### config.mk
export PLATFORM = sky130hd
export DESIGN_NAME = modular_exponentiation
export DESIGN_NICKNAME = d
export VERILOG_FILES = /design/src/sv/modexp_pkg.sv /design/src/sv/modexp_mulmod.sv /design/src/sv/modular_exponentiation.sv
export SDC_FILE = /design/constraint.sdc
export NUM_CORES = 2
export LEC_CHECK = 0
export ABC_CLOCK_PERIOD_IN_PS = 8400
export BUFFER_PORTS_ARGS = -buffer_cell sky130_fd_sc_hd__buf_2
export CAP_MARGIN = 0
export CORE_UTILIZATION = 49
export CTS_CLUSTER_SIZE = 24
export DETAILED_ROUTE_END_ITERATION = 16
export GPL_TIMING_DRIVEN = 0
export PLACE_DENSITY_LB_ADDON = 0.3
export SLEW_MARGIN = 20
export SYNTH_ARGS = -nofsm -noshare
export SYNTH_HDL_FRONTEND = slang
export SYNTH_SLANG_ARGS = --single-unit
### constraint.sdc
create_clock -name clk -period 8.4 [get_ports clk]
set_input_delay 1.68 -clock clk [delete_from_list [all_inputs] [get_ports clk]]
set_output_delay 1.68 -clock clk [all_outputs]
set_load 0.02 [all_outputs]
### src/sv/modexp_pkg.sv
// Shared types and constants of the modular exponentiation block.
`default_nettype none

package modexp_pkg;

    // Widths of the external ports, fixed by the item and register formats.
    localparam int MSG_W      = 32;
    localparam int CFG_DATA_W = 32;
    localparam int CFG_IDX_W  = 2;

    // Configuration register indexes.
    localparam logic [CFG_IDX_W-1:0] REG_MODULUS  = 2'd0;
    localparam logic [CFG_IDX_W-1:0] REG_EXPONENT = 2'd1;

    // Sequencer states of the exponentiation loop.
    typedef enum logic [2:0] {
        ME_IDLE,
        ME_ACC_GO,
        ME_ACC_WAIT,
        ME_SQR_GO,
        ME_SQR_WAIT,
        ME_FINISH
    } me_state_t;

    // States of the shared multiply and reduce unit.
    typedef enum logic {
        MM_IDLE,
        MM_RED
    } mm_state_t;

endpackage

`default_nettype wire

### src/sv/modexp_mulmod.sv
// Shared modular multiplier: one registered product, then a two-bit-per-cycle reduction.
`default_nettype none

module modexp_mulmod #(
    parameter int WORD_BITS = 32
) (
    input  wire logic                 clk,
    input  wire logic                 rst_n,
    input  wire logic                 start,
    input  wire logic [WORD_BITS-1:0] a,
    input  wire logic [WORD_BITS-1:0] b,
    input  wire logic [WORD_BITS-1:0] n,
    output logic                      done,
    output logic [WORD_BITS-1:0]      result
);
    import modexp_pkg::*;

    localparam int PROD_W = 2 * WORD_BITS;
    localparam int CNT_W  = $clog2(WORD_BITS);

    mm_state_t              state_reg;
    mm_state_t              state_next;
    logic [CNT_W-1:0]       cnt_reg;
    logic                   done_reg;
    logic [PROD_W-1:0]      prod_reg;
    logic [WORD_BITS-1:0]   rem_reg;

    logic [WORD_BITS:0]     t1;
    logic [WORD_BITS:0]     t2;
    logic [WORD_BITS-1:0]   r1;
    logic [WORD_BITS-1:0]   r2;
    logic                   last;
    logic                   n_zero;

    // Two restoring division steps: shift in the next two product bits.
    always_comb
    begin
        t1 = {rem_reg, prod_reg[PROD_W-1]};
        if (t1 >= {1'b0, n})
        begin
            t1 = t1 - {1'b0, n};
        end
        r1 = t1[WORD_BITS-1:0];
        t2 = {r1, prod_reg[PROD_W-2]};
        if (t2 >= {1'b0, n})
        begin
            t2 = t2 - {1'b0, n};
        end
        r2 = t2[WORD_BITS-1:0];
    end

    assign last   = (cnt_reg == CNT_W'(WORD_BITS - 1));
    // A zero modulus stands for 2^WORD_BITS: keep the low half of the product.
    assign n_zero = (n == '0);

    // Next state.
    always_comb
    begin
        state_next = state_reg;
        unique case (state_reg)
            MM_IDLE:
            begin
                if (start)
                begin
                    state_next = MM_RED;
                end
            end
            MM_RED:
            begin
                if (n_zero || last)
                begin
                    state_next = MM_IDLE;
                end
            end
            default:
            begin
                state_next = MM_IDLE;
            end
        endcase
    end

    // Control registers.
    always_ff @(posedge clk or negedge rst_n)
    begin
        if (!rst_n)
        begin
            state_reg <= MM_IDLE;
            cnt_reg   <= '0;
            done_reg  <= 1'b0;
        end
        else
        begin
            state_reg <= state_next;
            done_reg  <= 1'b0;
            if (state_reg == MM_IDLE)
            begin
                cnt_reg <= '0;
            end
            else
            begin
                cnt_reg <= cnt_reg + 1'b1;
                if (n_zero || last)
                begin
                    done_reg <= 1'b1;
                end
            end
        end
    end

    // Product and partial remainder.
    always_ff @(posedge clk)
    begin
        if (state_reg == MM_IDLE)
        begin
            if (start)
            begin
                prod_reg <= PROD_W'(a) * PROD_W'(b);
                rem_reg  <= '0;
            end
        end
        else if (n_zero)
        begin
            rem_reg <= prod_reg[WORD_BITS-1:0];
        end
        else
        begin
            rem_reg  <= r2;
            prod_reg <= {prod_reg[PROD_W-3:0], 2'b00};
        end
    end

    assign done   = done_reg;
    assign result = rem_reg;

endmodule

`default_nettype wire

### src/sv/modular_exponentiation.sv
// Top level: right-to-left square-and-multiply sequencer around a shared modular multiplier.
//
// Usage. Write the modulus (index 0) and exponent (index 1) through cfg_write, cfg_index and
// cfg_data while the block is idle; other indexes are ignored. Each input item on message
// (in_valid/in_ready) yields one result item on power_mod (out_valid/out_ready).
// The exponent is scanned from its least significant bit. For each set bit the running
// product is multiplied by the base, and the base is squared while higher set bits remain.
// Every modular multiplication runs on the one shared unit: a registered product followed by a
// reduction that retires two product bits per cycle.
// A zero exponent gives 1.
// in_ready is high only while the sequencer is idle: one item is worked on at a time.
// A finished result moves into an output register, so the next item is taken while it waits.
// If the receiver stalls with the output register full, the sequencer holds its result.
// Reset sets the modulus to 2, the exponent to 1 and empties the output register.
// A zero modulus is treated as 2^WORD_BITS.
`default_nettype none

module modular_exponentiation #(
    parameter int WORD_BITS = 32
) (
    input  wire logic                               clk,
    input  wire logic                               rst_n,
    input  wire logic                               cfg_write,
    input  wire logic [modexp_pkg::CFG_IDX_W-1:0]   cfg_index,
    input  wire logic [modexp_pkg::CFG_DATA_W-1:0]  cfg_data,
    input  wire logic                               in_valid,
    output logic                                    in_ready,
    input  wire logic [modexp_pkg::MSG_W-1:0]       message,
    output logic                                    out_valid,
    input  wire logic                               out_ready,
    output logic [modexp_pkg::MSG_W-1:0]            power_mod
);
    import modexp_pkg::*;

    me_state_t              state_reg;
    me_state_t              state_next;
    logic [WORD_BITS-1:0]   modulus_reg;
    logic [WORD_BITS-1:0]   exponent_reg;
    logic [WORD_BITS-1:0]   acc_reg;
    logic [WORD_BITS-1:0]   base_reg;
    logic [WORD_BITS-1:0]   e_reg;
    logic                   out_valid_reg;
    logic [WORD_BITS-1:0]   out_data_reg;

    logic                   accept;
    logic                   load_out;
    logic                   more_bits;
    logic                   mm_start;
    logic [WORD_BITS-1:0]   mm_a;
    logic                   mm_done;
    logic [WORD_BITS-1:0]   mm_result;

    // Shared modular multiplier.
    modexp_mulmod #(
        .WORD_BITS(WORD_BITS)
    ) u_mulmod (
        .clk    (clk),
        .rst_n  (rst_n),
        .start  (mm_start),
        .a      (mm_a),
        .b      (base_reg),
        .n      (modulus_reg),
        .done   (mm_done),
        .result (mm_result)
    );

    assign accept    = in_valid && in_ready;
    assign load_out  = (state_reg == ME_FINISH) && (!out_valid_reg || out_ready);
    // True while exponent bits above the current one are still set.
    assign more_bits = (e_reg[WORD_BITS-1:1] != '0);

    // Next state of the sequencer.
    always_comb
    begin
        state_next = state_reg;
        unique case (state_reg)
            ME_IDLE:
            begin
                if (in_valid)
                begin
                    if (exponent_reg[0])
                    begin
                        state_next = ME_ACC_GO;
                    end
                    else if (exponent_reg == '0)
                    begin
                        state_next = ME_FINISH;
                    end
                    else
                    begin
                        state_next = ME_SQR_GO;
                    end
                end
            end
            ME_ACC_GO:
            begin
                state_next = ME_ACC_WAIT;
            end
            ME_ACC_WAIT:
            begin
                if (mm_done)
                begin
                    state_next = more_bits ? ME_SQR_GO : ME_FINISH;
                end
            end
            ME_SQR_GO:
            begin
                state_next = ME_SQR_WAIT;
            end
            ME_SQR_WAIT:
            begin
                if (mm_done)
                begin
                    state_next = e_reg[1] ? ME_ACC_GO : ME_SQR_GO;
                end
            end
            ME_FINISH:
            begin
                if (load_out)
                begin
                    state_next = ME_IDLE;
                end
            end
            default:
            begin
                state_next = ME_IDLE;
            end
        endcase
    end

    // Sequencer outputs.
    always_comb
    begin
        in_ready = 1'b0;
        mm_start = 1'b0;
        mm_a     = base_reg;
        unique case (state_reg)
            ME_IDLE:
            begin
                in_ready = 1'b1;
            end
            ME_ACC_GO:
            begin
                mm_start = 1'b1;
                mm_a     = acc_reg;
            end
            ME_SQR_GO:
            begin
                mm_start = 1'b1;
            end
            default:
            begin
                in_ready = 1'b0;
            end
        endcase
    end

    // Control state and the output register's valid flag.
    always_ff @(posedge clk or negedge rst_n)
    begin
        if (!rst_n)
        begin
            state_reg     <= ME_IDLE;
            out_valid_reg <= 1'b0;
        end
        else
        begin
            state_reg <= state_next;
            if (load_out)
            begin
                out_valid_reg <= 1'b1;
            end
            else if (out_ready)
            begin
                out_valid_reg <= 1'b0;
            end
        end
    end

    // Key registers.
    always_ff @(posedge clk or negedge rst_n)
    begin
        if (!rst_n)
        begin
            modulus_reg  <= WORD_BITS'(2);
            exponent_reg <= WORD_BITS'(1);
        end
        else if (cfg_write)
        begin
            if (cfg_index == REG_MODULUS)
            begin
                modulus_reg <= cfg_data[WORD_BITS-1:0];
            end
            else if (cfg_index == REG_EXPONENT)
            begin
                exponent_reg <= cfg_data[WORD_BITS-1:0];
            end
        end
    end

    // Working values of the exponentiation and the result register.
    always_ff @(posedge clk)
    begin
        if (accept)
        begin
            base_reg <= message[WORD_BITS-1:0];
            e_reg    <= exponent_reg;
            acc_reg  <= WORD_BITS'(1);
        end
        if ((state_reg == ME_ACC_WAIT) && mm_done)
        begin
            acc_reg <= mm_result;
        end
        if ((state_reg == ME_SQR_WAIT) && mm_done)
        begin
            base_reg <= mm_result;
            e_reg    <= {1'b0, e_reg[WORD_BITS-1:1]};
        end
        if (load_out)
        begin
            out_data_reg <= acc_reg;
        end
    end

    assign out_valid = out_valid_reg;
    assign power_mod = MSG_W'(out_data_reg);

    // The multiplier only finishes while the sequencer waits for it.
    a_done_in_wait: assert property (@(posedge clk) disable iff (!rst_n)
        mm_done |-> (state_reg == ME_ACC_WAIT || state_reg == ME_SQR_WAIT))
        else $error("multiplier finished outside a wait state");

    // A reduced product is below a nonzero modulus.
    a_reduced: assert property (@(posedge clk) disable iff (!rst_n)
        (mm_done && modulus_reg != '0) |-> (mm_result < modulus_reg))
        else $error("reduction result not below the modulus");

    // A squaring is only issued while higher exponent bits remain.
    a_square_needed: assert property (@(posedge clk) disable iff (!rst_n)
        (state_reg == ME_SQR_GO) |-> more_bits)
        else $error("squaring issued with no exponent bits left");

    // An accepted item keeps the block busy in the next cycle.
    a_busy_after_accept: assert property (@(posedge clk) disable iff (!rst_n)
        accept |=> !in_ready)
        else $error("block ready right after accepting an item");

endmodule

`default_nettype wire

After elaboration in Yosys (flattened, before gate mapping)
Index checks and enable logic that the tools add are counted.
- output and inout bits: 34
- flip-flop bits (word level): 299
- bits of input ports: 71
- reductions and logical operators: 21
- equality and inequality tests: 12
- bitwise gates (word level): 2
- multipliers: 1
- add/subtract/negate cells: 3
- $lt $le $gt $ge: 2
- multiplexer cells: 34
- operator list (operator ; count):
    2-to-1 mux 32 bit ; 10
    2-to-1 mux 64 bit ; 3
    greater-or-equal comparator 33 x 32 -> 1 bit ; 2
    zero test 32 bit ; 2
    multiplier 32 x 32 -> 64 bit ; 1
    subtractor 32 bit ; 2
    2-to-1 mux 31 bit ; 2
    nonzero test 31 bit ; 1
    2-to-1 mux 3 bit ; 7
    one-hot mux 3 bit (6 select lines) ; 1
    2-to-1 mux 1 bit ; 8
    nonzero test 2 bit ; 4
    equality test 3 x 2 -> 1 bit (second input constant) ; 2
    equality test 3 bit (second input constant) ; 2
    != test 2 bit (second input constant) ; 3
    adder 5 x 1 -> 5 bit (second input constant) ; 1
    equality test 5 bit (second input constant) ; 1
    2-to-1 mux 5 bit ; 1
    logical AND 1 bit ; 4
    != test 2 x 1 -> 1 bit (second input constant) ; 2
    AND reduction 2 bit ; 2
    AND reduction 4 bit ; 1
    equality test 3 x 1 -> 1 bit (second input constant) ; 1
    zero test 3 bit ; 1
    other kinds (9) ; 11

Logic depth before layout (Yosys ltp)
- depth after elaboration: 6
- mapped depth: 32

Cells and area by module
A second synthesis with hierarchy kept.
- cells, all modules: 5080
- area total of the unflattened synthesis: 49814.0 um^2
- by module, submodules not included (module ; area an instance (um^2) ; times used ; cells an instance):
    modexp_mulmod ; 41837.6 ; 1 ; 4615
    modular_exponentiation ; 7976.4 ; 1 ; 465

Worst setup path after synthesis
No wires, ideal clock.
- path type: reg-to-reg
- from: reg state_reg[2]
- to: reg u_mulmod.prod_reg[52] (data pin)
- slack: 19 ps
- buffers on the path: 3
- period minus slack after synthesis: 8381 ps
- data required time: 8137 ps
- stages on the path, launching flop included: 31
- data arrival time: 8118 ps
- setup time: 263 ps
- cell sequence: dfrtp_1 > nor2_1 > nand2_1 > clkbuf_1 > mux2_2 > clkbuf_1 > and2_1 > fa_1 > inv_1 > fa_1 > inv_1 > fa_1 > inv_1 > fa_1 > inv_1 > fa_1 > fa_1 > fa_1 > fa_1 > ha_1 > buf_2 > a21o_1 > a31o_1 > a221oi_2 > o21ai_1 > a221o_1 > o31ai_4 > o21ai_2 > a211oi_4 > xor2_1 > o21ai_1
- word-level cells in the longest chain between the ends: 5
- RTL lines (what ; RTL line ; source):
    start: declaration ; modular_exponentiation.sv:35 ; me_state_t state_reg;
    start signal: assignment ; modular_exponentiation.sv:168 ; state_reg <= state_next;
    equality test 3 x 1 -> 1 bit ; modular_exponentiation.sv:137 ; unique case (state_reg)
    2-to-1 mux 32 bit ; modular_exponentiation.sv:137 ;
    multiplier 32 x 32 -> 64 bit ; modexp_mulmod.sv:117 ; prod_reg <= PROD_W'(a) * PROD_W'(b);
    2-to-1 mux 64 bit ; modexp_mulmod.sv:115 ; if (start)
    2-to-1 mux 64 bit ; modexp_mulmod.sv:113 ; if (state_reg == MM_IDLE)
    end signal: assignment ; modexp_mulmod.sv:117 ;
    end signal: assignment ; modexp_mulmod.sv:128 ; prod_reg <= {prod_reg[PROD_W-3:0], 2'b00};
    end: declaration ; modexp_mulmod.sv:25 ; logic [PROD_W-1:0] prod_reg;
Every way passes these cells. The select of a mux whose other input is x is not followed.
A chain may end at the register's enable or synchronous reset.

Final worst setup path
- from: reg base_reg[17]
- to: reg u_mulmod.prod_reg[54] (data pin)
- word-level cells in the longest chain between the ends: 4
- RTL lines (what ; RTL line ; source):
    start: declaration ; modular_exponentiation.sv:40 ; logic [WORD_BITS-1:0] base_reg;
    start signal: assignment ; modular_exponentiation.sv:206 ; base_reg <= message[WORD_BITS-1:0];
    start signal: assignment ; modular_exponentiation.sv:216 ; base_reg <= mm_result;
    2-to-1 mux 32 bit ; modular_exponentiation.sv:137 ;
    multiplier 32 x 32 -> 64 bit * ; modexp_mulmod.sv:117 ;
    2-to-1 mux 64 bit * ; modexp_mulmod.sv:115 ;
    2-to-1 mux 64 bit * ; modexp_mulmod.sv:113 ;
Every way passes the cells marked *; elsewhere a longest branch is shown, timed or not. The select of a mux whose other input is x is not followed.

==> flow_summary.yaml <==
sta:
  fin_ws_ns: -0.896
  max_freq_ghz: 0.108
  setup_viol: 33
  fin_skew_ns: 0.0747
  drv_slew: 0
  timing.setup.tns_ns: -16.23
  fin_crit_sh: 1.11
  worst_pin_slew_ns: 1.27
  maxSlewHeadroom: 0.153
  period_needed_ns: 9.30
  report.final.hold_viol_count: 0
  rsz0062_at_grt: "true"
clocking:
  numCtsBuffers: 28
  insertion_delay_ns: 0.64
  tritoncts: "yes"
  htree_levels: 1
  cts_sinks: 298
  cts.path.max_buffers: 3
  cts_root_buf: "clkbuf_16"
  clk_pin_slew_worst_paths_ns: 0.06
  hold_buffers: 0
layout:
  postLayoutCoreUtil: 0.556
  drive_above_1_share: 0.138
  final_area_sq_um: 55700
  area_growth_pct: 12.2
  largest_reg_flops: 64
  nets: 6668
grt:
  first_global_vias: 40600
  grt_start_max_net_pins: 48
  grtUsageTotal: 0.353
  antenna_found_initial: 15
  grt_pass1_wl_um: 262000
  grt-ovfl-total: 0
logic_synthesis:
  synth_seq_cells: 298
  synth_warnings: 0
  synth_top_area_cell: "fa_1"
  synth_edf_count: 222
  synth_commonest_cells: "904 x inv_1, 898 x fa_1, 620 x nand2_1, 614 x and2_1, 329 x ha_1"
  avgSynthCellArea_sq_um: 9.67
  yosysTopAreaCellShare: 0.362
  synthesis.area_sq_um: 49600
  synth-main-ff-cell: "edfxtp_1"
  ys_seq_area_frac: 0.173
  yosysMostFrequentCell: "inv_1"
  async_flop_share: 0.252
  yosysUniqueCellTypes: 91
  syn_nets: 6432
  netlist_instances: 5134
  yosys-top-cells-area: "fa_1 36%, edfxtp_1 13%, ha_1 8.3%"
job:
  cap_violations: 0
critical_path:
  worstSetupEndpointType: "register"
  required_ns: 8.72
  regToRegSetupSlack_ns: -0.90
  crit_type: "register to register"
  rr_worst_depth: 25
  path_max_fanout: 10
  start_kind: "register"
  arrival_ns: 9.62
drt:
  first_pass_iters: 7
  ant_nets: 0
  drt-total-wl_um: 178000
  drc: 0
  drt_iter0_drc: 3783
  vias_per_cell: 5.83
  vias: 39000
  wl_per_cell_um: 26.5
worst_hold_path:
  whs_path_depth: 1
  hold_class: "register to register"
floorplanning:
  die_y_um: 320
  fp.coreArea_sq_um: 100000
  start_util: 0.495
  rows: 116
  io_pins: 105
  dieArea_sq_um: 103000
  die_w_um: 320
placed_design:
  place_hpwl_um: 144000
  port_buffers: 104
  gp_congestion: 1.04
  dpl_cell_area_sq_um: 52000
outcome:
  violations: "negative setup slack"
  status: "finished, violations left"
[timing repair]
action,4_1_cts,5_1_grt
setup endpoints to repair,50,44
pin swaps,124,104
gates cloned,2,0
setup buffers,83,28
endpoints found under the hold margin,0,0
gates resized for setup,404,156
[area by class of cell]
class                           count  area (sq um)
Fill cell                        8823         44500
Multi-Input combinational cell   3651         37700
Sequential cell                   298          8570
Inverter                          904          3390
Buffer                            272          1810
Timing Repair Buffer              215          1660
Tap cell                         1298          1620
Clock buffer                       32           726
Clock inverter                     20           186
Antenna cell                       10          25.0
[layout by cell type (no fill, tap or decap), drive strengths merged, types with 30 or more instances in the layout]
cell type  count
a21o          62
a21oi        145
and2         614
buf          236
clkbuf       283
dfrtp         73
edfxtp       222
fa           898
ha           329
inv          910
mux2         135
nand2        621
nand3         35
nand4         30
nor2          83
nor3          39
o21a          38
o21ai        224
xnor2         61
xor2          45
[worst max-delay path, stage by stage (launching register included)]
cell and delay (ns):
edfxtp_1 0.92, clkbuf_1 0.97, and2_1 0.28, fa_1 0.43
inv_2 0.08, fa_1 0.38, inv_1 0.07, fa_1 0.43
fa_1 0.56, fa_1 0.48, fa_1 0.52, fa_2 0.62
fa_1 0.48, ha_4 0.29, a21o_1 0.19, o32a_1 0.33
o31ai_4 0.08, buf_12 0.16, o2111ai_4 0.26, a221oi_2 0.34
buf_4 0.26, nor3_4 0.08, o211ai_1 0.25, nand2_1 0.10
xor2_1 0.15, mux2_4 0.26
[path summary, 6_finish.rpt]
check | from | endpoint
min in group asynchronous | rst_n | exponent_reg[27]
setup reg to reg | base_reg[17] | u_mulmod.prod_reg[54]
setup / recovery | base_reg[17] | u_mulmod.prod_reg[54]
hold reg to reg | u_mulmod.cnt_reg[0] | u_mulmod.cnt_reg[0]
max in group asynchronous | rst_n | exponent_reg[0]
hold / removal | u_mulmod.cnt_reg[0] | u_mulmod.cnt_reg[0]
[routing by layer]
| layer | vias to the layer above | wire, um | track usage |
|---|---|---|---|
| met4 | 8 | 10700 | 0.172 |
| met2 | 2190 | 78300 | 0.546 |
| met3 | 470 | 19800 | 0.0900 |
| li1 | 16600 | - | - |
| met5 | - | 57 | 0 |
| met1 | 19800 | 68800 | 0.461 |
[per-stage QoR]
step | hold slack (ns) | std cells | setup slack [ns]
after global routing | 0.502 | 6692 | -0.950
after floorplan | 0.425 | 5134 | 0.0188
after global placement | 0.444 | 6536 | -3.89
after detailed placement | 0.451 | 6545 | -3.14
after CTS | 0.471 | 6667 | -0.650
final | 0.484 | 6700 | -0.896
[kinds of logic (layout without fill, tap and decap cells)]
family / Yosys count / count (layout) / share of synthesized area
AO/OA/AOI/OAI: 627 / 627 / 0.0796
XOR/XNOR: 106 / 106 / 0.0187
adder cells (fa/ha/maj): 1227 / 1227 / 0.445
buffers and inverters: 1186 / 1443 / 0.0909
flip-flops: 298 / 298 / 0.173
multiplexers: 162 / 162 / 0.0363
other: 0 / 10 / 0
AND/OR/NAND/NOR: 1528 / 1529 / 0.157
Power is not shown: default switching activity piles up to over one toggle a cycle in this logic, so the estimate is an artifact.
